[config.mk]
export PLATFORM = sky130hd
export DESIGN_NAME = hrhp_in_reg
export DESIGN_NICKNAME = d
export VERILOG_FILES = /design/src/hdl/hrhp_in_t.sv
export SDC_FILE = /design/constraint.sdc
export NUM_CORES = 1
export LEC_CHECK = 0
export BUFFER_PORTS_ARGS = -buffer_cell sky130_fd_sc_hd__buf_2
export CAP_MARGIN = 20
export CORE_AREA = 8 8 45 47
export CTS_BUF_LIST = sky130_fd_sc_hd__clkbuf_8
export CTS_CLUSTER_SIZE = 28
export DETAILED_ROUTE_END_ITERATION = 7
export DIE_AREA = 0 0 53 55
export SLEW_MARGIN = 20
export SYNTH_ARGS = -nofsm -noshare
export SYNTH_HDL_FRONTEND = slang
export SYNTH_SLANG_ARGS = --single-unit
[constraint.sdc]
create_clock -name i_clk -period 0.99 [get_ports i_clk]
set_input_delay 0.099 -clock i_clk [delete_from_list [all_inputs] [get_ports i_clk]]
set_output_delay 0.099 -clock i_clk [all_outputs]
set_load 0.01 [all_outputs]
[src/hdl/hrhp_in_t.sv]
// ----------------------------------------------------------------------------
// hrhp_in_reg
// input register stage: holds one request byte beat for the parse step
// ----------------------------------------------------------------------------
module hrhp_in_reg (
    input  logic       i_clk,
    input  logic       i_rst_n,
    input  logic       i_valid,
    output logic       o_ready,
    input  logic [7:0] i_byte,
    input  logic       i_restart,
    output logic       o_valid,
    input  logic       i_ready,
    output logic [7:0] o_byte,
    output logic       o_restart
);
    logic       r_valid;
    logic [7:0] r_byte;
    logic       r_restart;

    assign o_ready   = !r_valid || i_ready;
    assign o_valid   = r_valid;
    assign o_byte    = r_byte;
    assign o_restart = r_restart;

    always_ff @(posedge i_clk) begin
        if (!i_rst_n) begin
            r_valid <= 1'b0;
        end else if (o_ready) begin
            r_valid <= i_valid;
        end
        if (o_ready && i_valid) begin
            r_byte    <= i_byte;
            r_restart <= i_restart;
        end
    end
endmodule

== After elaboration in Yosys (flattened, before gate mapping) ==
Cells that the tools add are included.

* Register bits after elaboration: 10
* Bits in latches: 0
* Bits in writable memories: 0
* Memory bits (read-only): 0
* Bits of input ports: 13
* Logic and storage cells: 6
* Memories: 0

* Add/sub/neg operators: 0
* Multipliers: 0
* Divide/modulo/power cells: 0
* Order comparisons: 0
* Equality and inequality tests: 0
* Shifts and indexed selects: 0
* Multiplexer cells: 0
* Bitwise logic cells: 0
* Reductions and logical operators: 3

{| class="wikitable"
|+ Operators by type and width
! operator !! number
|-
| logical AND 1 bit || 1
|-
| logical NOT 1 bit || 1
|-
| logical OR 1 bit || 1
|}

== Logic depth before layout (Yosys ltp) ==
Gate-level depths: netlist of the first run.

* Word-level depth: 3
* Gate-level depth with buffers: 2
* Depth with buffers taken out: 2

== Worst setup path after synthesis of the first run ==
No wires, ideal clock.

* Path kind: reg-to-reg
* Start point: register r_valid (netlist: o_valid)
* End point: register r_byte[0] (netlist: o_byte[0]), enable pin
* Library setup time: 301 ps
* Data arrival time: 639 ps
* Required time: 689 ps
* Slack: 49 ps
* Cell stages (with the launch flop): 3
* Period minus slack after synthesis: 941 ps
* Cells stage by stage: dfxtp_1 nand2b_4 and2_4

* Longest elaborated chain between the ends: 3

{| class="wikitable"
|+ Ends and longest elaborated chain
! element !! RTL line !! source
|-
| from (decl) || 17 || <nowiki>logic r_valid;</nowiki>
|-
| from (signal assigned) || 30 || <nowiki>r_valid <= i_valid;</nowiki>
|-
| logical NOT 1 bit || 21 || <nowiki>assign o_ready = !r_valid || i_ready;</nowiki>
|-
| logical OR 1 bit || 21 ||
|-
| net o_ready || 9 || <nowiki>output logic o_ready,</nowiki>
|-
| logical AND 1 bit || 32 || <nowiki>if (o_ready && i_valid) begin</nowiki>
|-
| to (signal assigned) || 33 || <nowiki>r_byte <= i_byte;</nowiki>
|-
| to (decl) || 18 || <nowiki>logic [7:0] r_byte;</nowiki>
|}

The timed path passes the listed nets, and every way through them passes these cells.
A chain may end at the register's enable or synchronous reset.

== Worst setup path in the final report of the first run ==
* Start point: register r_valid (netlist: o_valid)
* End point: register r_byte[0] (netlist: o_byte[0]), enable pin

* Longest elaborated chain between the ends: 3

{| class="wikitable"
|+ Ends and longest elaborated chain
! element !! RTL line
|-
| logical NOT 1 bit || 21
|-
| logical OR 1 bit || 21
|-
| logical AND 1 bit || 32
|}

No other way between the ends.

==> run metrics, run 1 <==
run status=complete, no violations; worst slew pin tran=123 ps; Die H=roughly 55 um; Ports=24; CTS resizes=0; CTS buffer count=3; cell taking the most area after synthesis=edfxtp_1; Clk pin slew, worst setup/hold paths=approximately 50 ps; num rows=14; core area=0.00138 mm2; Die ar.=0.00292 mm2; total power=996 uW; DIE WIDTH=approximately 53 um; largest net degree at the start of global routing=10; synth top area cells=edfxtp_1 82%, dfxtp_1 6.1%, nand2b_4 4.2%; Max Fclk=approximately 1100 MHz; max-slew violations=0; ANT cells=0; Clk Latency, worst-skew pair=230 ps; worst path arrival time=approximately 840 ps; highest routing layer actually used=met3; CTS tree=yes; Initial Utilization=between 20% and 30%; root buf cell=clkbuf_8; WL met1=~270 um; vias in the first global route=between 200 and 250; Slew Limit Headroom=between 90% and 100%; EDFF count, synth=9; Distinct cells, synth=6; initial antenna violation count=0; syn_nets=27; synthesized flop and latch total=10; CP Launch Type=register; most common cell in the netlist=edfxtp_1; routed wl met2=around 230 um; Critical Path Fanout Max=9; Primary FF master, synth=edfxtp_1; Detailed Routing Iterations Pass 1=2; asr flop ratio synth=0%; met3 wire len=around 200 um; Vias per Instance=3.77; min Tclk post-route=909 ps; max-cap violation count=0; IO buf count=23; Data required, critical path=slightly above 900 ps; routed vias=215; H-tree levels=1; # DRC=0; WL final=around 700 um; register area share after synthesis=88.5%; WS Path Type=reg2reg; cells after synthesis=14; Hold Vio Cnt, Final=0; worst hold path class=in2reg; clk sinks=10; GPL Wtd Cong=~0.66; RSZ-0062 raised after global routing=false; Max Clock Skew=between 1.5 and 2 ps; post-route ant nets=0; Clock Path Buffers=2; Pleak=between 0.0002 and 0.00025 uW; starting DRC count in detailed routing=6; share of post-route cells with drive strength above 1=70.7%; cts hold-fix bufs=0; WHS=roughly 44 ps; setup TNS=0 ps; crit end category=register; pwr/cell area=~2000 mW/mm2; Total GRT Usage=~5.1%; syn_area_per_cell=around 23 um2; Peak supply drop=slightly below 0.0008 V; cell area after synthesis=between 300 and 400 um2; synth warn=0; area grow syn2layout=55.0%; final worst-path cycle share=roughly 92%; Final setup viols=0; grt ovf=0; first-pass GRT wire length=1.06 mm; Post CTS Setup Buffer Count=0; nets=55; DR WL/cell=between 10 and 15 um; post-synth top area share=roughly 82%
[where the power goes]
part | internal (uW) | switching [uW]
Combinational | 42.0 | 40.7
Sequential | 490 | 6.81
Clock | 271 | 146
Total | 803 | 193
[metal layers]
metal,GRT usage [%],vias to the layer above
li1,-,105
met1,5.00,88
met2,6.84,22
met3,5.08,0
met4,2.59,0
met5,0,-
[state kept, by name, summed over array words and instances (netlist names)]
| register | cells |
|---|---|
| o_restart | 1 |
| o_valid | 1 |
| o_byte | 8 |
[layout by cell type (no fill, tap or decap), drive strengths merged]
cell type / netlist / final
buf: 0 / 23
edfxtp: 9 / 9
clkbuf: 0 / 3
nand2b: 1 / 1
inv: 1 / 1
a21boi: 1 / 1
and2: 1 / 1
clkinv: 0 / 1
dfxtp: 1 / 1
[critical path: stages, from the launching register on]
cell and delay [ps]:
dfxtp_1 320, nand2b_4 80, and2_4 210
[layout make-up]
cell class              instances  area [um2]
fillers                       143         876
flip-flops and latches         10         290
repair buffers                 23         115
clock buffers                   3        41.3
multi-input cells               3        33.8
well taps                      16        20.0
clock inverters                 1        3.75
inverters                       1        3.75
[worst paths after layout]
path	to	slack, ps	cells past startpoint	from
hold / removal	o_byte[7]$_DFFE_PP_	40	1	i_byte[7]
hold reg to reg	o_valid$_SDFFE_PN0P_	500	2	o_valid$_SDFFE_PN0P_
setup reg to reg	o_byte[0]$_DFFE_PP_	80	2	o_valid$_SDFFE_PN0P_
setup / recovery	o_byte[0]$_DFFE_PP_	80	2	o_valid$_SDFFE_PN0P_
[cells by family after synthesis]
group                  share of synthesized area [%]
DFF                                             88.6
and+or+nand+nor                                 6.87
AOI/OAI and AO/OA                               3.43
buffers and inverters                           1.14
[per-stage QoR]
step	cells	util (%)	area [um2]	setup slack (ps)
2_1_floorplan	14	-	328	49.3
3_3_place_gp	53	33.5	463	95.4
3_5_place_dp	53	33.5	463	73.2
4_1_cts	57	36.7	508	67.6
5_1_grt	57	36.7	508	31.4
6_report	57	36.7	508	81.5
(Power assumes the default switching activity.)
==> run 2: changes to the inputs <==
Settings changed: CAP_MARGIN 20 to not set.
Clock period 0.99 ns to 1.1 ns, I/O delays scaled along.
==> run metrics, run 2 (synthesized netlist as in run 1, its figures left out) <==
max-cap violation count=0; DR WL/cell=around 12 um; nets=between 50 and 60; run status=complete, no violations; fillers=between 100 and 150; Critical Path Fanout Max=9; Post-Place Cells=53; DIE WIDTH=between 50 and 60 um; Data required, critical path=between 1000 and 1500 ps; Clk Latency, worst-skew pair=between 200 and 250 ps; grt ovf=0; Clock Path Buffers=2; starting DRC count in detailed routing=0; # DRC=0; Pleak=between 0.0002 and 0.00025 uW; WL final=668 um; Clk pin slew, worst setup/hold paths=roughly 40 ps; routed vias=between 200 and 250; GPL Wtd Cong=between 0.6 and 0.7; ANT cells=0; Hold Vio Cnt, Final=0; RSZ-0062 raised after global routing=false; Slew Limit Headroom=about nine tenths; CTS tree=yes; WS Path Type=reg2reg; sw power=between 150 and 200 uW; Buf+Inv Stages, Crit Path=0; crit end category=register; commonest non-fill, non-tap cells in the layout=23 x buf_2, 9 x edfxtp_1, 3 x clkbuf_8; Max Clock Skew=around 2.1 ps; Final setup viols=0; first-pass GRT wire length=around 970 um; CTS buffer count=3; critical path's slowest cell=dfxtp_1; worst path arrival time=about 840 ps; Total GRT Usage=~4.7%; leading cell type in the layout, fill and taps excluded=buf_2; multi-input logic area=between 30 and 40 um2; Max Fclk=~1100 MHz; IO buf count=23; Crit path largest cell delay=between 300 and 400 ps; fin area=508 um2; CP Launch Type=register; post-route ant nets=0; clk sinks=10; cts hold-fix bufs=0; share of power burned in registers=approximately 51%; setup TNS=0 ps; worst slew pin tran=127 ps; Detailed Routing Iterations Pass 1=1; core area=~0.0014 mm2; largest net degree at the start of global routing=10; Peak supply drop=about 0.00071 V; pwr/cell area=1730 mW/mm2; Vias per Instance=3.74; Final Util=between 30% and 40%; area grow syn2layout=55.0%; highest routing layer actually used=met3; Logic pwr share=between 8 and 9%; WL met1=242 um; CTS resizes=0; Die H=55 um; min Tclk post-route=910 ps; root buf cell=clkbuf_8; vias in the first global route=approximately 230; Largest register FFs=8; clock network power share=between 40% and 50%; switching fraction of total power=approximately 18%; worst hold path class=in2reg; crit path cell chain=nand2b_4, and2_4; Pint=approximately 720 uW; num rows=14; Die ar.=between 0.002 and 0.003 mm2; H-tree levels=1; Ports=24; met3 wire len=roughly 180 um; initial antenna violation count=0; max-slew violations=0; Register Area=290 um2; CP top delay family=flip-flops; Post CTS Setup Buffer Count=0; Non-Filler Instances=57; area post-placement=roughly 460 um2; share of post-route cells with drive strength above 1=a little over two thirds; routed wl met2=248 um; final worst-path cycle share=between 80 and 90%; Initial Utilization=roughly a quarter
## run 2: cell counts in the layout (fill, tap and decap cells not counted)
No cell type changed its count.
## run 2: final timing paths
check                           cells after the start                    to                  from  slack [ps]
worst min register to register                      2  o_valid$_SDFFE_PN0P_  o_valid$_SDFFE_PN0P_         500
worst max-delay path                                2   o_restart$_DFFE_PP_  o_valid$_SDFFE_PN0P_         190
worst min-delay path                                1   o_byte[3]$_DFFE_PP_             i_byte[3]          60
worst max register to register                      2   o_restart$_DFFE_PP_  o_valid$_SDFFE_PN0P_         190
## run 2: cell type report
cell class,count,area share (%)
Tap cell,16,3.94
Clock buffer,3,8.13
Multi-Input combinational cell,3,6.65
Clock inverter,1,0.739
Inverter,1,0.739
Timing Repair Buffer,23,22.7
Sequential cell,10,57.1
## run 2: routing by layer
layer	track usage [%]	vias up
met5	0	-
met4	3.88	0
met3	3.48	0
met2	6.45	20
met1	4.69	89
li1	-	104
## run 2: power groups by stage
| stage | registers [uW] | clock network (uW) | logic, uW |
|---|---|---|---|
| after global placement | 454 | 0 | 75.4 |
| after floorplan | 467 | 0 | 17.7 |
| after global routing | 450 | 395 | 81.7 |
| after detailed placement | 455 | 0 | 76.6 |
| final | 448 | 359 | 73.7 |
| after CTS | 448 | 379 | 76.8 |
## run 2: per-stage QoR
stage	total power, uW	hold slack (ps)	worst slack (ps)
floorplan	485	209	159
detailed placement	531	289	181
global route	926	51.6	143
global placement	529	289	205
finish	881	59.2	190
CTS	904	51.8	175
