--- src/hdl/hrhp_pkg.sv ---
// ----------------------------------------------------------------------------
// hrhp_pkg
// shared types and constants of the request header parser
// ----------------------------------------------------------------------------
package hrhp_pkg;

    typedef enum logic [2:0] {
        PH_METHOD  = 3'd0,
        PH_URL     = 3'd1,
        PH_VERSION = 3'd2,
        PH_HEADER  = 3'd3,
        PH_BODY    = 3'd4
    } t_phase;

    typedef enum logic [3:0] {
        HM_NAME       = 4'd0,
        HM_CONN_SKIP  = 4'd1,
        HM_CONN_VAL   = 4'd2,
        HM_LEN_SKIP   = 4'd3,
        HM_LEN_DIGITS = 4'd4,
        HM_LEN_STOP   = 4'd5,
        HM_HOST_SKIP  = 4'd6,
        HM_HOST_VAL   = 4'd7,
        HM_IGNORE     = 4'd8
    } t_hmode;

    typedef enum logic [1:0] {
        ST_PENDING  = 2'd0,
        ST_COMPLETE = 2'd1,
        ST_BAD      = 2'd2,
        ST_OVERFLOW = 2'd3
    } t_status;

    localparam logic [7:0] CH_CR    = 8'h0d;
    localparam logic [7:0] CH_LF    = 8'h0a;
    localparam logic [7:0] CH_SP    = 8'h20;
    localparam logic [7:0] CH_TAB   = 8'h09;
    localparam logic [7:0] CH_SLASH = 8'h2f;

    typedef struct packed {
        t_status     status;
        logic        keep_alive;
        logic [15:0] body_length;
        logic [10:0] url_start;
        logic [11:0] url_length;
        logic [10:0] host_start;
        logic [11:0] host_length;
        logic [11:0] body_start;
    } t_result;

    function automatic logic [7:0] f_lower(input logic [7:0] c);
        logic [7:0] r;
        r = c;
        if (c >= 8'h41 && c <= 8'h5a) begin
            r = c + 8'd32;
        end
        return r;
    endfunction

    // keyword characters, lower case; zero past the end
    function automatic logic [7:0] f_kw_get(input logic [4:0] p);
        logic [7:0] r;
        case (p)
            5'd0: r = "g";
            5'd1: r = "e";
            5'd2: r = "t";
            default: r = 8'h00;
        endcase
        return r;
    endfunction

    function automatic logic [7:0] f_kw_ver(input logic [4:0] p);
        logic [7:0] r;
        case (p)
            5'd0: r = "h";
            5'd1: r = "t";
            5'd2: r = "t";
            5'd3: r = "p";
            5'd4: r = "/";
            5'd5: r = "1";
            5'd6: r = ".";
            5'd7: r = "1";
            default: r = 8'h00;
        endcase
        return r;
    endfunction

    function automatic logic [7:0] f_kw_prefix(input logic [4:0] p);
        logic [7:0] r;
        case (p)
            5'd0: r = "h";
            5'd1: r = "t";
            5'd2: r = "t";
            5'd3: r = "p";
            5'd4: r = ":";
            5'd5: r = "/";
            5'd6: r = "/";
            default: r = 8'h00;
        endcase
        return r;
    endfunction

    function automatic logic [7:0] f_kw_conn(input logic [4:0] p);
        logic [7:0] r;
        case (p)
            5'd0: r = "c";
            5'd1: r = "o";
            5'd2: r = "n";
            5'd3: r = "n";
            5'd4: r = "e";
            5'd5: r = "c";
            5'd6: r = "t";
            5'd7: r = "i";
            5'd8: r = "o";
            5'd9: r = "n";
            5'd10: r = ":";
            default: r = 8'h00;
        endcase
        return r;
    endfunction

    function automatic logic [7:0] f_kw_len(input logic [4:0] p);
        logic [7:0] r;
        case (p)
            5'd0: r = "c";
            5'd1: r = "o";
            5'd2: r = "n";
            5'd3: r = "t";
            5'd4: r = "e";
            5'd5: r = "n";
            5'd6: r = "t";
            5'd7: r = "-";
            5'd8: r = "l";
            5'd9: r = "e";
            5'd10: r = "n";
            5'd11: r = "g";
            5'd12: r = "t";
            5'd13: r = "h";
            5'd14: r = ":";
            default: r = 8'h00;
        endcase
        return r;
    endfunction

    function automatic logic [7:0] f_kw_host(input logic [4:0] p);
        logic [7:0] r;
        case (p)
            5'd0: r = "h";
            5'd1: r = "o";
            5'd2: r = "s";
            5'd3: r = "t";
            5'd4: r = ":";
            default: r = 8'h00;
        endcase
        return r;
    endfunction

    function automatic logic [7:0] f_kw_alive(input logic [4:0] p);
        logic [7:0] r;
        case (p)
            5'd0: r = "k";
            5'd1: r = "e";
            5'd2: r = "e";
            5'd3: r = "p";
            5'd4: r = "-";
            5'd5: r = "a";
            5'd6: r = "l";
            5'd7: r = "i";
            5'd8: r = "v";
            5'd9: r = "e";
            default: r = 8'h00;
        endcase
        return r;
    endfunction

endpackage

--- src/hdl/hrhp_parse.sv ---
// ----------------------------------------------------------------------------
// hrhp_parse
// per-byte parser state update and result formation
// ----------------------------------------------------------------------------
module hrhp_parse #(
    parameter int BUFFER_BYTES = 2048
) (
    input  logic              i_clk,
    input  logic              i_rst_n,
    input  logic              i_step,
    input  logic [7:0]        i_byte,
    input  logic              i_restart,
    output hrhp_pkg::t_result o_result
);
    localparam int CW = $clog2(BUFFER_BYTES + 1);

    hrhp_pkg::t_phase r_phase, n_phase;
    hrhp_pkg::t_hmode r_hmode, n_hmode;
    logic [CW-1:0] r_count, n_count;
    logic          r_cr, n_cr;
    logic [4:0]    r_lpos, n_lpos;
    logic          r_cmp, n_cmp, r_meth, n_meth, r_pref, n_pref, r_slash, n_slash;
    logic          r_kc, n_kc, r_kl, n_kl, r_kh, n_kh;
    logic          r_ka, n_ka;
    logic [15:0]   r_len, n_len, r_seen, n_seen;
    logic [CW-1:0] r_uoff, n_uoff, r_ucnt, n_ucnt, r_hoff, n_hoff, r_hcnt, n_hcnt;
    logic [CW-1:0] r_boff, n_boff;

    always_comb begin
        logic [7:0]      c, lc;
        logic [CW-1:0]   pos;
        logic            done, bad, blank, lp_k, is_dig;
        logic [19:0]     acc;
        logic [4:0]      lp;
        // start from current state, or cleared state on restart
        n_phase = r_phase; n_hmode = r_hmode; n_count = r_count; n_cr = r_cr;
        n_lpos = r_lpos; n_cmp = r_cmp; n_meth = r_meth; n_pref = r_pref;
        n_slash = r_slash; n_kc = r_kc; n_kl = r_kl; n_kh = r_kh; n_ka = r_ka;
        n_len = r_len; n_seen = r_seen; n_uoff = r_uoff; n_ucnt = r_ucnt;
        n_hoff = r_hoff; n_hcnt = r_hcnt; n_boff = r_boff;
        if (i_restart) begin
            n_phase = hrhp_pkg::PH_METHOD; n_hmode = hrhp_pkg::HM_NAME; n_count = '0;
            n_cr = 1'b0; n_lpos = '0; n_cmp = 1'b1; n_meth = 1'b0; n_pref = 1'b0;
            n_slash = 1'b0; n_kc = 1'b0; n_kl = 1'b0; n_kh = 1'b0; n_ka = 1'b0;
            n_len = '0; n_seen = '0; n_uoff = '0; n_ucnt = '0; n_hoff = '0;
            n_hcnt = '0; n_boff = '0;
        end
        c     = i_byte;
        lc    = hrhp_pkg::f_lower(c);
        blank = (c == hrhp_pkg::CH_SP) || (c == hrhp_pkg::CH_TAB);
        is_dig = (c >= 8'h30) && (c <= 8'h39);
        done  = 1'b0;
        bad   = 1'b0;
        lp    = n_lpos;
        lp_k  = (lp != 5'd31);
        pos   = n_count;
        acc   = '0;
        o_result = '0;
        if (n_count >= CW'(BUFFER_BYTES)) begin
            o_result.status = hrhp_pkg::ST_OVERFLOW;
            bad = 1'b1;
        end else begin
            n_count = n_count + 1'b1;
            if (n_phase == hrhp_pkg::PH_BODY) begin
                n_seen = n_seen + 1'b1;
                if (n_seen >= n_len) done = 1'b1;
            end else if (n_cr) begin
                n_cr = 1'b0;
                if (c != hrhp_pkg::CH_LF) begin
                    bad = 1'b1;
                end else if (n_phase != hrhp_pkg::PH_HEADER) begin
                    if (n_phase == hrhp_pkg::PH_VERSION && n_meth && n_slash && n_cmp
                        && lp == 5'd8) begin
                        n_phase = hrhp_pkg::PH_HEADER;
                        n_hmode = hrhp_pkg::HM_NAME; n_lpos = '0;
                        n_cmp = 1'b0; n_pref = 1'b0;
                        n_kc = 1'b1; n_kl = 1'b1; n_kh = 1'b1;
                    end else begin
                        bad = 1'b1;
                    end
                end else if (n_hmode == hrhp_pkg::HM_NAME && lp == 5'd0) begin
                    n_boff = n_count;
                    if (n_len != 16'd0) begin
                        n_phase = hrhp_pkg::PH_BODY;
                        n_seen = '0;
                    end else begin
                        done = 1'b1;
                    end
                end else begin
                    if (n_hmode == hrhp_pkg::HM_CONN_VAL && n_cmp && lp == 5'd10)
                        n_ka = 1'b1;
                    n_hmode = hrhp_pkg::HM_NAME; n_lpos = '0;
                    n_cmp = 1'b0; n_pref = 1'b0;
                    n_kc = 1'b1; n_kl = 1'b1; n_kh = 1'b1;
                end
            end else if (c == hrhp_pkg::CH_CR) begin
                n_cr = 1'b1;
            end else if (c == hrhp_pkg::CH_LF) begin
                bad = 1'b1;
            end else if (n_phase == hrhp_pkg::PH_HEADER) begin
                case (n_hmode)
                    hrhp_pkg::HM_NAME: begin
                        if (n_kc) begin
                            if (lp >= 5'd11 || lc != hrhp_pkg::f_kw_conn(lp)) n_kc = 1'b0;
                            else if (lp == 5'd10) begin
                                n_hmode = hrhp_pkg::HM_CONN_SKIP; n_kc = 1'b0;
                            end
                        end
                        if (n_kl) begin
                            if (lp >= 5'd15 || lc != hrhp_pkg::f_kw_len(lp)) n_kl = 1'b0;
                            else if (lp == 5'd14) begin
                                n_hmode = hrhp_pkg::HM_LEN_SKIP; n_kl = 1'b0;
                                n_len = '0;
                            end
                        end
                        if (n_kh) begin
                            if (lp >= 5'd5 || lc != hrhp_pkg::f_kw_host(lp)) n_kh = 1'b0;
                            else if (lp == 5'd4) begin
                                n_hmode = hrhp_pkg::HM_HOST_SKIP; n_kh = 1'b0;
                                n_hoff = n_count; n_hcnt = '0;
                            end
                        end
                        if (lp_k) n_lpos = lp + 1'b1;
                        if (n_hmode == hrhp_pkg::HM_NAME && !n_kc && !n_kl && !n_kh)
                            n_hmode = hrhp_pkg::HM_IGNORE;
                    end
                    hrhp_pkg::HM_CONN_SKIP: begin
                        if (!blank) begin
                            n_hmode = hrhp_pkg::HM_CONN_VAL;
                            n_cmp = (lc == hrhp_pkg::f_kw_alive(5'd0));
                            n_lpos = 5'd1;
                        end
                    end
                    hrhp_pkg::HM_CONN_VAL: begin
                        if (lp >= 5'd10 || lc != hrhp_pkg::f_kw_alive(lp)) n_cmp = 1'b0;
                        if (lp_k) n_lpos = lp + 1'b1;
                    end
                    hrhp_pkg::HM_LEN_SKIP, hrhp_pkg::HM_LEN_DIGITS: begin
                        if (n_hmode == hrhp_pkg::HM_LEN_SKIP && blank) begin
                        end else if (is_dig) begin
                            n_hmode = hrhp_pkg::HM_LEN_DIGITS;
                            // x*10 = x*8 + x*2
                            acc = {1'b0, n_len, 3'b000} + {3'b000, n_len, 1'b0}
                                + {12'd0, c - 8'h30};
                            n_len = (acc > 20'd65535) ? 16'hffff : acc[15:0];
                        end else begin
                            n_hmode = hrhp_pkg::HM_LEN_STOP;
                        end
                    end
                    hrhp_pkg::HM_HOST_SKIP: begin
                        if (blank) n_hoff = n_count;
                        else begin
                            n_hmode = hrhp_pkg::HM_HOST_VAL;
                            n_hcnt = CW'(1);
                        end
                    end
                    hrhp_pkg::HM_HOST_VAL: n_hcnt = n_hcnt + 1'b1;
                    default: begin
                    end
                endcase
            end else if (n_phase == hrhp_pkg::PH_METHOD) begin
                if (blank) begin
                    if (n_cmp && lp == 5'd3) n_meth = 1'b1;
                    n_phase = hrhp_pkg::PH_URL; n_lpos = '0; n_pref = 1'b1;
                end else begin
                    if (lp >= 5'd3 || lc != hrhp_pkg::f_kw_get(lp)) n_cmp = 1'b0;
                    if (lp_k) n_lpos = lp + 1'b1;
                end
            end else if (n_phase == hrhp_pkg::PH_URL) begin
                if (blank) begin
                    n_ucnt = n_slash ? pos - n_uoff : '0;
                    n_phase = hrhp_pkg::PH_VERSION; n_lpos = '0; n_cmp = 1'b1;
                end else begin
                    if (lp < 5'd7 && lc != hrhp_pkg::f_kw_prefix(lp)) n_pref = 1'b0;
                    if (!n_slash && c == hrhp_pkg::CH_SLASH &&
                        (lp == 5'd0 || (lp >= 5'd7 && n_pref))) begin
                        n_slash = 1'b1; n_uoff = pos;
                    end
                    if (lp_k) n_lpos = lp + 1'b1;
                end
            end else begin
                if (lp >= 5'd8 || lc != hrhp_pkg::f_kw_ver(lp)) n_cmp = 1'b0;
                if (lp_k) n_lpos = lp + 1'b1;
            end
            if (done) begin
                o_result.status      = hrhp_pkg::ST_COMPLETE;
                o_result.keep_alive  = n_ka;
                o_result.body_length = n_len;
                o_result.url_start   = 11'(n_uoff);
                o_result.url_length  = 12'(n_ucnt);
                o_result.host_start  = 11'(n_hoff);
                o_result.host_length = 12'(n_hcnt);
                o_result.body_start  = 12'(n_boff);
            end else if (bad) begin
                o_result.status = hrhp_pkg::ST_BAD;
            end
        end
        if (done || bad) begin
            n_phase = hrhp_pkg::PH_METHOD; n_hmode = hrhp_pkg::HM_NAME; n_count = '0;
            n_cr = 1'b0; n_lpos = '0; n_cmp = 1'b1; n_meth = 1'b0; n_pref = 1'b0;
            n_slash = 1'b0; n_kc = 1'b0; n_kl = 1'b0; n_kh = 1'b0; n_ka = 1'b0;
            n_len = '0; n_seen = '0; n_uoff = '0; n_ucnt = '0; n_hoff = '0;
            n_hcnt = '0; n_boff = '0;
        end
    end

    always_ff @(posedge i_clk) begin
        if (!i_rst_n) begin
            r_phase <= hrhp_pkg::PH_METHOD; r_hmode <= hrhp_pkg::HM_NAME; r_count <= '0;
            r_cr <= 1'b0; r_lpos <= '0; r_cmp <= 1'b1; r_meth <= 1'b0; r_pref <= 1'b0;
            r_slash <= 1'b0; r_kc <= 1'b0; r_kl <= 1'b0; r_kh <= 1'b0; r_ka <= 1'b0;
            r_len <= '0; r_seen <= '0; r_uoff <= '0; r_ucnt <= '0; r_hoff <= '0;
            r_hcnt <= '0; r_boff <= '0;
        end else if (i_step) begin
            r_phase <= n_phase; r_hmode <= n_hmode; r_count <= n_count;
            r_cr <= n_cr; r_lpos <= n_lpos; r_cmp <= n_cmp; r_meth <= n_meth;
            r_pref <= n_pref; r_slash <= n_slash; r_kc <= n_kc; r_kl <= n_kl;
            r_kh <= n_kh; r_ka <= n_ka; r_len <= n_len; r_seen <= n_seen;
            r_uoff <= n_uoff; r_ucnt <= n_ucnt; r_hoff <= n_hoff;
            r_hcnt <= n_hcnt; r_boff <= n_boff;
        end
    end
endmodule

--- config.mk ---
export PLATFORM = sky130hd
export DESIGN_NAME = hrhp_parse
export DESIGN_NICKNAME = d
export VERILOG_FILES = /design/src/hdl/hrhp_pkg.sv /design/src/hdl/hrhp_parse.sv
export SDC_FILE = /design/constraint.sdc
export NUM_CORES = 1
export LEC_CHECK = 0
export BUFFER_PORTS_ARGS = -buffer_cell sky130_fd_sc_hd__buf_2
export CAP_MARGIN = 20
export CORE_MARGIN = 2
export CORE_UTILIZATION = 23
export DETAILED_ROUTE_END_ITERATION = 8
export SETUP_SLACK_MARGIN = 0.1
export SLEW_MARGIN = 20
export SYNTH_ARGS = -nofsm -noshare
export SYNTH_HDL_FRONTEND = slang
export SYNTH_SLANG_ARGS = --single-unit
export TNS_END_PERCENT = 5
--- constraint.sdc ---
create_clock -name i_clk -period 8.5 [get_ports i_clk]
set_clock_uncertainty 0.05 [all_clocks]
set_input_delay 1.275 -clock i_clk [delete_from_list [all_inputs] [get_ports i_clk]]
set_output_delay 1.275 -clock i_clk [all_outputs]
set_load 0.02 [all_outputs]
After elaboration in Yosys (flattened, before gate mapping)
Memory sizes are Yosys's and may differ from the RTL's.
Cells that the tools add are included.
- eq/ne operators: 35
- muxes and demuxes: 395
- order comparisons: 15
- reduce and logical (&&, ||, !) cells: 41
- add/sub/neg operators: 9
- operator list (kind ; number):
    $mux W12 ; 59
    $mux W8 ; 61
    $mux W16 ; 23
    $mux W1 ; 172
    $mux W75 ; 2
    $mux W4 ; 32
    $mux W5 ; 17
    $pmux W7 S5 ; 2
    $ne A8 B8 Y1 ; 7
    $mux W3 ; 17
    $pmux W12 S3 ; 1
    $pmux W16 S2 ; 1
    $add A12 B1 Y12 const B ; 2
    $eq A8 B4 Y1 const B ; 3
    $pmux W12 S2 ; 1
    $pmux W7 S3 ; 1
    $add A19 B17 Y20 ; 1
    $add A20 B8 Y20 ; 1
    $ge A5 B4 Y1 const B ; 4
    $gt A20 B16 Y1 const B ; 1
    $logic_and A1 B1 Y1 ; 18
    $add A16 B1 Y16 const B ; 1
    $eq A8 B6 Y1 const B ; 2
    $ge A16 B16 Y1 ; 1
    other kinds (38) ; 65
- logic and storage cells: 519
- memories: 4
- memory bits (read-only): 384
- register bits: 125
- bits of input ports: 12
- output and inout port bits: 77
- memories (name ; words ; bits a word ; read ports ; clocked after Yosys merged registers in ; wr ports ; line ; source):
    (name not given) ; 16 ; 7 ; 1 ; 0 ; 0 ; hrhp_pkg.sv:105 ; case (p)
    (name not given) ; 16 ; 7 ; 1 ; 0 ; 0 ; hrhp_pkg.sv:124 ; case (p)
    (name not given) ; 16 ; 7 ; 1 ; 0 ; 0 ; hrhp_pkg.sv:160 ; case (p)
    (name not given) ; 8 ; 6 ; 1 ; 0 ; 0 ; hrhp_pkg.sv:74 ; case (p)

Longest topological paths before layout
Gate-level depths: netlist (run 1).
An unclocked memory read counts as a cell.
- word-level depth: 41
- mapped depth: 30
- depth with buffers taken out: 19

Worst setup path after synthesis (run 1)
Ideal clock, no wire load.
- path kind: input-to-output
- from: in i_restart
- to: out o_result[17] (netlist bit)
- required time: 7175 ps
- buffers on the path: 10
- stages on the path: 26
- setup slack: 643 ps
- arrival time: 6532 ps
- cells stage by stage: buf_2 > buf_2 > buf_2 > buf_1 > clkbuf_1 > buf_2 > buf_2 > buf_1 > buf_1 > nor2b_1 > ha_1 > nand3_1 > nor3_1 > and3_1 > and3_1 > nand3_1 > xor2_1 > nor2_1 > ha_1 > and4_1 > nand2_1 > o21ai_1 > and2_1 > nand2_1 > clkbuf_1 > nor3b_1
- RTL lines (what ; line ; source):
    start, declared ; hrhp_parse.sv:12 ; input logic i_restart,
    end, declared ; hrhp_parse.sv:13 ; output hrhp_pkg::t_result o_result

==> results.py, run 1 <==
metrics = {
    "synthesis": {
        "syn-instance-count": 1783,
        "synth-seq-area-share_pct": 19.8,
        "synth_top_area_share_pct": 19.8,
        "mappedNetlistArea_um2": 12500,
        "synth_seq_cells": 124,
        "netlist_top_cells_count": "sky130_fd_sc_hd__nand2_1 (191), sky130_fd_sc_hd__nor2_1 (174), sky130_fd_sc_hd__a21oi_1 (142), sky130_fd_sc_hd__dfxtp_1 (124), sky130_fd_sc_hd__o21ai_0 (97)",
        "post_synth.cell_area_avg_um2": 7.03,
        "netlist.top_cell.by_area": "sky130_fd_sc_hd__dfxtp_1",
        "ys.flop_type": "sky130_fd_sc_hd__dfxtp_1",
        "synthesis.nets": 1875,
        "synth.lib_cells_used.distinct": 98,
        "postSynth.asyncResetShare_pct": 0,
        "ys.warnings.count": 0,
        "synth_most_common_cell": "sky130_fd_sc_hd__nand2_1",
        "post_synth_main_area_contributors": "sky130_fd_sc_hd__dfxtp_1 (20%), sky130_fd_sc_hd__ha_1 (7.3%), sky130_fd_sc_hd__nand2_1 (5.7%), sky130_fd_sc_hd__a21oi_1 (5.7%), sky130_fd_sc_hd__nor2_1 (5.2%)",
        "synth_edf_count": 0,
    },
    "worst_setup_path": {
        "timing.critical_path.from_type": "input pin",
        "worstPathMaxFanout": 31,
        "crit_arrival_ns": 6.12,
        "crit_path_cell_trace": "buf_4 -> inv_2 -> nand2_1 -> ha_1 -> or4_1 -> o21ai_0 -> nor3_1 -> or4_1 -> nor4_4 -> a21oi_2 -> nor3_4 -> nand2_1 -> a21oi_1 -> buf_2",
        "crit_start": "i_restart",
        "regToRegStartpoint": "r_seen[0]",
        "critPathBufInv": 3,
        "critical_path_required_ns": 7.17,
        "slowest_delay_ns": 0.75,
        "crit_path_top_delay_cell": "sky130_fd_sc_hd__nor3_4",
        "critical_path_class": "in -> out",
        "worst_setup_path_end_kind": "output port",
        "critical-path-top-delay-family": "simple AND/OR/NAND/NOR gates",
    },
    "sta": {
        "count_of_final_hold_check_violations": 0,
        "worst_margin_pin_slew_ns": 1.04,
        "fin_worst_hold_slack_ns": 0.400,
        "final.period_utilization_pct": 87.6,
        "setup_ws_ns": 1.06,
        "final.setup.tns_ns": 0,
        "post-route-min-period_ns": 7.44,
        "finalSetupViolations": 0,
        "max-slew-margin-rel_pct": 30.4,
        "grt_setup_unrepaired": "no",
        "timing.final.max_slew_violations": 0,
        "clock.fmax_mhz": 134,
    },
    "clock_network": {
        "clock_latency_on_the_worst_skew_pair_ns": 0.44,
        "cts-resized-gates": 0,
        "post_cts.repair.setup_buffers": 0,
        "cts_num_sinks": 124,
        "clock_tree.htree_level_count": 4,
        "cts_tree": "yes",
        "cts_made_buffers": 17,
        "cts-hold-fix-buffers": 0,
        "path_clk_slew_ns": 0.06,
        "buffer_cell_driving_the_clock_tree_root": "sky130_fd_sc_hd__clkbuf_16",
        "ctsLongestPathBuffers": 2,
    },
    "placed_design": {
        "buffer_ports.inserted": 88,
        "gp_congestion": 0.941,
        "dp_worst_setup_slack_ns": 1.17,
        "detailedPlacementHpwl_um": 37300,
    },
    "hold_path": {
        "hp-class": "reg -> reg",
        "hold_path_startpoint": "r_hoff[7]",
    },
    "flow_run": {
        "drv_cap": 0,
    },
    "grt": {
        "global_route.overflow_total": 0,
        "grt_pass1_vias": 13375,
        "antenna_violations_before_repair": 0,
        "grt.total_usage_pct": 17.6,
        "first_pass_grt_wire_length_um": 78900,
        "grt_start_max_net_pins": 99,
    },
    "layout": {
        "antenna-diode-count": 0,
        "finalCoreUtilization_pct": 26.5,
        "final_net_count": 1895,
        "post_route_cells_drive_above_1_share_pct": 11.1,
        "synthToLayoutAreaGrowth_pct": 13.8,
    },
    "detailed_routing": {
        "highest_layer": "met4",
        "detail_route.vias_per_cell": 5.68,
        "detailedRoute.firstPassIterationCount": 6,
        "route.final.wire_length_um": 51000,
        "drt_drc_violations_left": 0,
        "route.vias.total": 14263,
        "drt-met1-wl_um": 22600,
        "number_of_routed_nets_with_antenna_violations": 0,
        "met2_wirelength_um": 22900,
        "met3WireLength_um": 3890,
        "drt-wirelength-per-cell_um": 20.3,
        "number_of_drc_markers_in_iteration_0": 1785,
    },
    "power_and_ir_drop": {
        "power.ir.vdd_worst_mv": 0.137,
        "leakagePower_nw": 5.48,
        "power-per-cell-area_nw_per_um2": 111,
    },
    "floorplan": {
        "floorplan.rows": 85,
        "die_height_um": 237,
        "die_width_um": 237,
        "io_pins": 89,
        "fp.coreArea_um2": 53800,
        "initial_core_util_pct": 23.3,
        "die_area_um2": 56400,
    },
    "outcome": {
        "outcome": "finished, final reports clean",
    },
}
==> cells in the final DEF (no fill, tap or decap), types with 18 or more instances in the layout <==
cell,count
sky130_fd_sc_hd__a31oi_1,18
sky130_fd_sc_hd__dfxtp_1,124
sky130_fd_sc_hd__xnor2_1,41
sky130_fd_sc_hd__nor2b_1,55
sky130_fd_sc_hd__nand2_1,190
sky130_fd_sc_hd__nor3_1,44
sky130_fd_sc_hd__o211ai_1,23
sky130_fd_sc_hd__and3_1,40
sky130_fd_sc_hd__ha_1,73
sky130_fd_sc_hd__o21ai_1,23
sky130_fd_sc_hd__nand3_1,69
sky130_fd_sc_hd__nor2_1,174
sky130_fd_sc_hd__inv_1,62
sky130_fd_sc_hd__a22oi_1,25
sky130_fd_sc_hd__a22o_1,24
sky130_fd_sc_hd__a21o_1,20
sky130_fd_sc_hd__nor4_1,21
sky130_fd_sc_hd__buf_2,87
sky130_fd_sc_hd__a21oi_1,142
sky130_fd_sc_hd__buf_4,35
sky130_fd_sc_hd__nand2b_1,23
sky130_fd_sc_hd__o22ai_1,19
sky130_fd_sc_hd__and2_1,21
sky130_fd_sc_hd__xor2_1,28
sky130_fd_sc_hd__a21boi_0,18
sky130_fd_sc_hd__o21ai_0,97
sky130_fd_sc_hd__nand4_1,20
==> tightest hold or removal path, delay by kind of cell, from the launching register on <==
family          cells  cell delay [ns]
flops               1             0.31
simple gates        1             0.05
compound gates      1             0.05
==> layout make-up <==
class,instances,area (µm²)
Sequential cell,124,2480
Multi-Input combinational cell,1469,9320
Tap cell,696,871
Clock inverter,14,183
Inverter,67,251
Fill cell,5927,39500
Clock buffer,18,429
Timing Repair Buffer,124,738
==> registers in the layout, summed over array words and instances (netlist names) <==
register,count
r_hoff,11
r_count,12
r_lpos,5
r_ucnt,12
r_hcnt,12
r_ka,1
r_meth,1
r_boff,12
r_cmp,1
r_len,16
r_hmode,4
r_kl,1
r_kh,1
r_pref,1
r_phase,3
r_seen,16
r_slash,1
r_uoff,12
r_kc,1
r_cr,1
==> path summary, 6_finish.rpt <==
path	end	slack (ns)	cells after the start
max	o_result[53]	1.06	14
min	r_hoff[7]	0.40	2
max reg2reg	r_boff[2]	2.55	18
min reg2reg	r_hoff[7]	0.40	2
==> where the power goes <==
| group | internal (mW) | leakage, nW | total (mW) | switching [mW] |
|---|---|---|---|---|
| clock network | 0.467 | 0.289 | 0.781 | 0.314 |
| registers | 0.584 | 1.00 | 0.589 | 0.00545 |
| logic | 0.0637 | 4.19 | 0.219 | 0.155 |
==> through the flow <==
stage,power (mW),instances,cell area [µm²]
after floorplan,0.748,1783,12500
after global placement,0.812,2479,13700
after detailed placement,0.815,2479,13700
after CTS,1.59,2511,14300
after global routing,1.64,2512,14300
final,1.59,2512,14300
==> cell families (layout without fill, tap and decap cells) <==
logic type / Yosys count / count (layout) / synth area share, %
XOR/XNOR: 69 / 69 / 4.82
flip-flops: 124 / 124 / 19.8
AO/OA/AOI/OAI: 568 / 568 / 30.2
adder cells (fa/ha/maj): 80 / 80 / 8.40
AND/OR/NAND/NOR: 744 / 744 / 30.2
multiplexers: 8 / 8 / 0.659
buffers and inverters: 190 / 223 / 5.99
==> routing by layer <==
metal | vias up | track usage (%)
met5 | - | 0
met4 | 0 | 6.44
met3 | 114 | 2.58
met2 | 737 | 28.0
met1 | 6845 | 24.1
li1 | 6567 | -
Note: power is estimated with default switching activity, not from simulation.
==> run 2: changes to the inputs <==
==> constraint.sdc (replaced) <==
create_clock -name i_clk -period 7.1 [get_ports i_clk]
set_clock_uncertainty 0.05 [all_clocks]
set_input_delay 1.065 -clock i_clk [delete_from_list [all_inputs] [get_ports i_clk]]
set_output_delay 1.065 -clock i_clk [all_outputs]
set_load 0.02 [all_outputs]
==> run 2 against run 1 <==
Count of clock-buffer cells in the layout fell by 1. Via count grew 0.55%. Critical path depth increased by 3. Register-to-register slack worse by 1.1 ns. Critical path type unchanged.
==> results.py, run 2 (same netlist as run 1, synthesis figures left out) <==
metrics = {
    "placed_design": {
        "gp_congestion": 0.939,
        "placed_area_um2": 13800,
        "detailedPlacementHpwl_um": 38200,
        "buffer_ports.inserted": 88,
        "dp_worst_setup_slack_ns": 0.479,
        "placed_cells": 2494,
    },
    "clock_network": {
        "cts_tree": "yes",
        "ctsLongestPathBuffers": 2,
        "cts-hold-fix-buffers": 0,
        "post_cts.repair.setup_buffers": 0,
        "buffer_cell_driving_the_clock_tree_root": "sky130_fd_sc_hd__clkbuf_16",
        "cts-resized-gates": 0,
        "clock_latency_on_the_worst_skew_pair_ns": 0.44,
        "cts_made_buffers": 17,
        "cts_num_sinks": 124,
        "path_clk_slew_ns": 0.06,
        "clock_tree.htree_level_count": 4,
    },
    "detailed_routing": {
        "drt_drc_violations_left": 0,
        "met3WireLength_um": 4130,
        "route.vias.total": 14341,
        "detail_route.vias_per_cell": 5.68,
        "detailedRoute.firstPassIterationCount": 6,
        "drt-met1-wl_um": 21800,
        "highest_layer": "met4",
        "met2_wirelength_um": 24500,
        "number_of_drc_markers_in_iteration_0": 1419,
        "drt-wirelength-per-cell_um": 20.6,
        "route.final.wire_length_um": 52000,
        "number_of_routed_nets_with_antenna_violations": 0,
    },
    "grt": {
        "first_pass_grt_wire_length_um": 80700,
        "antenna_violations_before_repair": 0,
        "grt.total_usage_pct": 18.0,
        "grt_start_max_net_pins": 111,
        "grt_pass1_vias": 13725,
        "global_route.overflow_total": 0,
    },
    "worst_setup_path": {
        "worst_case_reg_to_reg_path_depth": 18,
        "crit_arrival_ns": 5.47,
        "critical_path_required_ns": 5.98,
        "worst_setup_path_end_kind": "output port",
        "crit_start": "i_restart",
        "critical_path_class": "in -> out",
        "regToRegStartpoint": "r_seen[0]",
        "worstPathMaxFanout": 26,
        "cp-endpoint": "o_result[71]",
        "timing.critical_path.from_type": "input pin",
        "reg2reg_slack_ns": 1.46,
        "timing.rr.end": "r_seen[2]",
    },
    "hold_path": {
        "worstHoldPathCells": 2,
        "hp-class": "reg -> reg",
    },
    "floorplan": {
        "die_height_um": 237,
        "initial_core_util_pct": 23.3,
        "fp.coreArea_um2": 53800,
        "floorplan.rows": 85,
        "io_pins": 89,
        "die_width_um": 237,
        "die_area_um2": 56400,
    },
    "sta": {
        "clock.fmax_mhz": 152,
        "finalSetupViolations": 0,
        "worst_margin_pin_slew_ns": 1.01,
        "final.period_utilization_pct": 92.7,
        "final.setup.tns_ns": 0,
        "post-route-min-period_ns": 6.58,
        "fin_worst_hold_slack_ns": 0.407,
        "setup_ws_ns": 0.516,
        "max-slew-margin-rel_pct": 32.1,
        "grt_setup_unrepaired": "no",
        "timing.final.max_slew_violations": 0,
        "count_of_final_hold_check_violations": 0,
    },
    "flow_run": {
        "drv_cap": 0,
    },
    "power_and_ir_drop": {
        "leakagePower_nw": 5.56,
        "p_total_mw": 1.91,
        "power-per-cell-area_nw_per_um2": 132,
        "power.ir.vdd_worst_mv": 0.107,
    },
    "layout": {
        "synthToLayoutAreaGrowth_pct": 14.9,
        "antenna-diode-count": 0,
        "finalCoreUtilization_pct": 26.8,
        "fin_area_um2": 14400,
        "final-instance-count-excl-fill": 2526,
        "final_common_cell": "sky130_fd_sc_hd__nand2_1",
        "commonest_cells_after_routing_fill_and_taps_aside": "sky130_fd_sc_hd__nand2_1 (190), sky130_fd_sc_hd__nor2_1 (174), sky130_fd_sc_hd__a21oi_1 (142), sky130_fd_sc_hd__dfxtp_1 (124), sky130_fd_sc_hd__o21ai_0 (97)",
        "final_net_count": 1909,
        "post_route_cells_drive_above_1_share_pct": 12.1,
        "largest_registers": "r_len: 16 flops, r_seen: 16 flops",
    },
    "outcome": {
        "outcome": "finished, final reports clean",
    },
}
==> run 2: worst min-delay path by stage <==
stage          startpoint   endpoint  slack (ns)
6_report        r_hoff[7]  r_hoff[7]        0.41
2_1_floorplan   r_seen[6]  r_seen[6]        0.37
4_1_cts         r_seen[6]  r_seen[6]        0.41
3_3_place_gp    r_seen[6]  r_seen[6]        0.39
5_1_grt         r_len[14]  r_len[14]        0.44
3_5_place_dp    r_hoff[4]  r_hoff[4]        0.40
==> run 2: layout make-up <==
class,instances,area (µm²)
clock buffers,17,425
fillers,5934,39400
repair buffers,138,843
inverters,67,251
clock inverters,15,179
well taps,696,871
multi-input cells,1469,9350
flip-flops and latches,124,2480
==> run 2: power breakdown <==
part | switching, mW | internal, mW
logic | 0.189 | 0.0781
clock network | 0.405 | 0.532
registers | 0.00505 | 0.698
total | 0.599 | 1.31
==> run 2: worst max-delay path, cell delays in order <==
cell	delay (ns)
sky130_fd_sc_hd__buf_4	0.22
sky130_fd_sc_hd__inv_2	0.27
sky130_fd_sc_hd__nand2_1	0.34
sky130_fd_sc_hd__inv_1	0.10
sky130_fd_sc_hd__fa_1	0.54
sky130_fd_sc_hd__inv_1	0.07
sky130_fd_sc_hd__fa_1	0.47
sky130_fd_sc_hd__nor2b_1	0.18
sky130_fd_sc_hd__o31a_1	0.24
sky130_fd_sc_hd__o2111ai_1	0.22
sky130_fd_sc_hd__a31oi_1	0.43
sky130_fd_sc_hd__o21ai_0	0.15
sky130_fd_sc_hd__a2111oi_1	0.51
sky130_fd_sc_hd__nor2_1	0.09
sky130_fd_sc_hd__o21ai_1	0.30
sky130_fd_sc_hd__nor2_1	0.07
sky130_fd_sc_hd__buf_2	0.17
==> run 2: layer usage <==
layer  vias to the layer above  track usage (%)
li1                       6607                -
met1                      6867             23.8
met2                       771             29.9
met3                        96             2.36
met4                         0             6.73
met5                         -                0
==> run 3: changes to the inputs <==
--- a/config.mk
+++ b/config.mk
@@ -5,11 +5,11 @@
 export SDC_FILE = /design/constraint.sdc
 export NUM_CORES = 1
 export LEC_CHECK = 0
-export BUFFER_PORTS_ARGS = -buffer_cell sky130_fd_sc_hd__buf_2
 export CAP_MARGIN = 20
 export CORE_MARGIN = 2
 export CORE_UTILIZATION = 23
 export DETAILED_ROUTE_END_ITERATION = 8
+export DONT_BUFFER_PORTS = 1
 export SETUP_SLACK_MARGIN = 0.1
 export SLEW_MARGIN = 20
 export SYNTH_ARGS = -nofsm -noshare
==> run 3 against run 2 <==
Combinational power decreased by 17%. Design area decreased by 0.58%. Sequential share of layout area increased by 0.10 points. Via count decreased by 1.8%. Total power decreased by 1.6%. Count of clock-buffer cells in the layout increased by 1. First-iteration DRC count increased by 8.1%. Die area unchanged. Global-route usage decreased by 0.80 points. Worst setup slack got worse by 0.013 ns. Register-to-register slack improved by 0.20 ns. Clock power increased by 1%. Largest cell class unchanged.
==> results.py, run 3 (same netlist as run 1, synthesis figures left out) <==
metrics = {
    "outcome": {
        "outcome": "finished, final reports clean",
    },
    "sta": {
        "worst_margin_pin_slew_ns": 1.08,
        "timing.final.max_slew_violations": 0,
        "max-slew-margin-rel_pct": 27.1,
        "grt_setup_unrepaired": "no",
        "clock.fmax_mhz": 152,
        "finalSetupViolations": 0,
        "count_of_final_hold_check_violations": 0,
        "post-route-min-period_ns": 6.60,
        "final.period_utilization_pct": 92.9,
        "final.setup.tns_ns": 0,
    },
    "layout": {
        "antenna-diode-count": 0,
        "fin_area_um2": 14300,
        "multiInputGateArea_um2": 9350,
        "register_area_um2": 2480,
        "post_route_cells_drive_above_1_share_pct": 10.1,
        "filler_cell_count": 5923,
        "largest_registers": "r_len: 16 flops, r_seen: 16 flops",
        "final_common_cell": "sky130_fd_sc_hd__nand2_1",
        "final_net_count": 1870,
        "commonest_cells_after_routing_fill_and_taps_aside": "sky130_fd_sc_hd__nand2_1 (190), sky130_fd_sc_hd__nor2_1 (174), sky130_fd_sc_hd__a21oi_1 (142), sky130_fd_sc_hd__dfxtp_1 (124), sky130_fd_sc_hd__buf_4 (99)",
        "synthToLayoutAreaGrowth_pct": 14.2,
    },
    "grt": {
        "grt_pass1_vias": 12950,
        "grt_start_max_net_pins": 124,
        "global_route.overflow_total": 0,
        "antenna_violations_before_repair": 0,
        "grt.total_usage_pct": 17.2,
        "first_pass_grt_wire_length_um": 76700,
    },
    "floorplan": {
        "floorplan.rows": 85,
        "die_width_um": 237,
        "die_area_um2": 56400,
        "fp.coreArea_um2": 53800,
        "initial_core_util_pct": 23.3,
        "io_pins": 89,
        "die_height_um": 237,
    },
    "clock_network": {
        "clock_latency_on_the_worst_skew_pair_ns": 0.45,
        "post_cts.repair.setup_buffers": 0,
        "ctsLongestPathBuffers": 2,
        "cts_num_sinks": 124,
        "cts-resized-gates": 0,
        "cts-hold-fix-buffers": 0,
        "cts_made_buffers": 17,
        "path_clk_slew_ns": 0.06,
        "clock_tree.htree_level_count": 4,
        "buffer_cell_driving_the_clock_tree_root": "sky130_fd_sc_hd__clkbuf_16",
        "cts_tree": "yes",
    },
    "detailed_routing": {
        "detailedRoute.firstPassIterationCount": 7,
        "drt_drc_violations_left": 0,
        "number_of_routed_nets_with_antenna_violations": 0,
        "drt-met1-wl_um": 21700,
        "met2_wirelength_um": 23000,
        "highest_layer": "met4",
        "detail_route.vias_per_cell": 5.66,
        "met3WireLength_um": 3950,
        "route.vias.total": 14082,
        "number_of_drc_markers_in_iteration_0": 1534,
        "drt-wirelength-per-cell_um": 20.2,
        "route.final.wire_length_um": 50300,
    },
    "power_and_ir_drop": {
        "power.switching_fraction_pct": 27.6,
        "p_int_mw": 1.36,
        "pwr-share-seq_pct": 37.5,
        "power-per-cell-area_nw_per_um2": 131,
        "power.net_switching_mw": 0.517,
        "relative_contribution_of_the_clock_network_to_total_power_pct": 50.7,
        "comb_power_share_pct": 11.8,
        "leakagePower_nw": 5.35,
        "power.ir.vdd_worst_mv": 0.164,
    },
    "hold_path": {
        "hp-class": "reg -> reg",
        "hold_path_startpoint": "r_seen[6]",
        "worstHoldEndpoint": "r_seen[6]",
        "worstHoldPathCells": 1,
    },
    "flow_run": {
        "drv_cap": 0,
    },
    "worst_setup_path": {
        "crit_path_cell_trace": "nor2b_1 -> ha_1 -> nand3_1 -> nor3_2 -> and3_1 -> and3_1 -> nand3_1 -> xor2_1 -> nor2_1 -> ha_1 -> and4_1 -> a2111oi_0 -> o21ai_1 -> and2_1 -> nand2_4 -> buf_4 -> a21oi_1 -> buf_4",
        "critPathBufInv": 2,
        "reg2reg_slack_ns": 1.66,
        "worst_setup_path_end_kind": "output port",
        "crit_path_top_delay_cell": "sky130_fd_sc_hd__nand2_4",
        "worst_case_reg_to_reg_path_depth": 18,
        "timing.critical_path.from_type": "input pin",
        "timing.rr.end": "r_boff[11]",
        "critical_path_class": "in -> out",
        "crit_start": "i_restart",
        "regToRegStartpoint": "r_seen[0]",
        "slowest_delay_ns": 0.53,
        "crit_arrival_ns": 5.48,
        "critical-path-top-delay-family": "simple AND/OR/NAND/NOR gates",
        "worstPathMaxFanout": 123,
        "critical_path_required_ns": 5.98,
    },
    "placed_design": {
        "placed_area_um2": 13700,
        "buffer_ports.inserted": 0,
        "detailedPlacementHpwl_um": 37200,
        "gp_congestion": 0.934,
    },
}
==> run 3: changes by cell type in the layout (fill, tap and decap cells not counted), sizes merged <==
cell      change
clkbuf        +1
buf          -39
inv           -6
bufinv        +2
clkinvlp      +1
clkinv        +2
==> run 3: final cells by class <==
class,count,share of cell area [%]
Clock buffer,18,3.00
Tap cell,696,6.08
Sequential cell,124,17.3
Clock inverter,14,1.35
Timing Repair Buffer,99,5.19
Multi-Input combinational cell,1469,65.3
Inverter,67,1.76
==> run 3: worst max-delay path by stage <==
stage / end / depth (start not counted) / slack, ns
global route: o_result[13] / 18 / 0.23
detailed placement: o_result[13] / 18 / 0.58
CTS: o_result[13] / 18 / 0.57
floorplan: o_result[37] / 25 / 0.10
global placement: o_result[13] / 18 / 0.74
finish: o_result[13] / 18 / 0.50
==> run 3: worst register-to-register path, stage by stage (launching register included) <==
cell	delay, ns
sky130_fd_sc_hd__dfxtp_1	0.37
sky130_fd_sc_hd__nor2b_1	0.24
sky130_fd_sc_hd__ha_1	0.27
sky130_fd_sc_hd__nand3_1	0.15
sky130_fd_sc_hd__nor3_2	0.29
sky130_fd_sc_hd__and3_1	0.31
sky130_fd_sc_hd__and3_1	0.27
sky130_fd_sc_hd__nand3_1	0.11
sky130_fd_sc_hd__xor2_1	0.16
sky130_fd_sc_hd__nor2_1	0.14
sky130_fd_sc_hd__ha_1	0.28
sky130_fd_sc_hd__and4_1	0.17
sky130_fd_sc_hd__a2111oi_0	0.37
sky130_fd_sc_hd__o21ai_1	0.26
sky130_fd_sc_hd__a21oi_2	0.37
sky130_fd_sc_hd__nand2_1	0.54
sky130_fd_sc_hd__nor3_2	0.72
sky130_fd_sc_hd__a22oi_1	0.16
sky130_fd_sc_hd__nor2b_1	0.14
==> run 3: through the flow <==
stage	utilization (%)	hold WS [ns]	worst slack, ns	instances	power [mW]
floorplan	-	0.369	0.101	1783	0.896
global placement	25.5	0.388	0.744	2455	0.931
detailed placement	25.5	0.385	0.580	2455	0.934
CTS	26.6	0.397	0.568	2487	1.88
global route	26.6	0.422	0.226	2487	1.93
finish	26.6	0.400	0.503	2487	1.88
==> run 3: power groups by stage <==
stage	registers (mW)	clock network, mW	logic [mW]
after detailed placement	0.719	0	0.215
after CTS	0.704	0.958	0.216
after floorplan	0.716	0	0.180
after global routing	0.704	0.987	0.236
final	0.704	0.951	0.221
after global placement	0.719	0	0.212
==> run 3: layer usage <==
layer / up-vias / track usage, %
met3: 106 / 3.21
li1: 6526 / -
met5: - / 0
met1: 6761 / 22.8
met4: 0 / 6.78
met2: 689 / 27.6
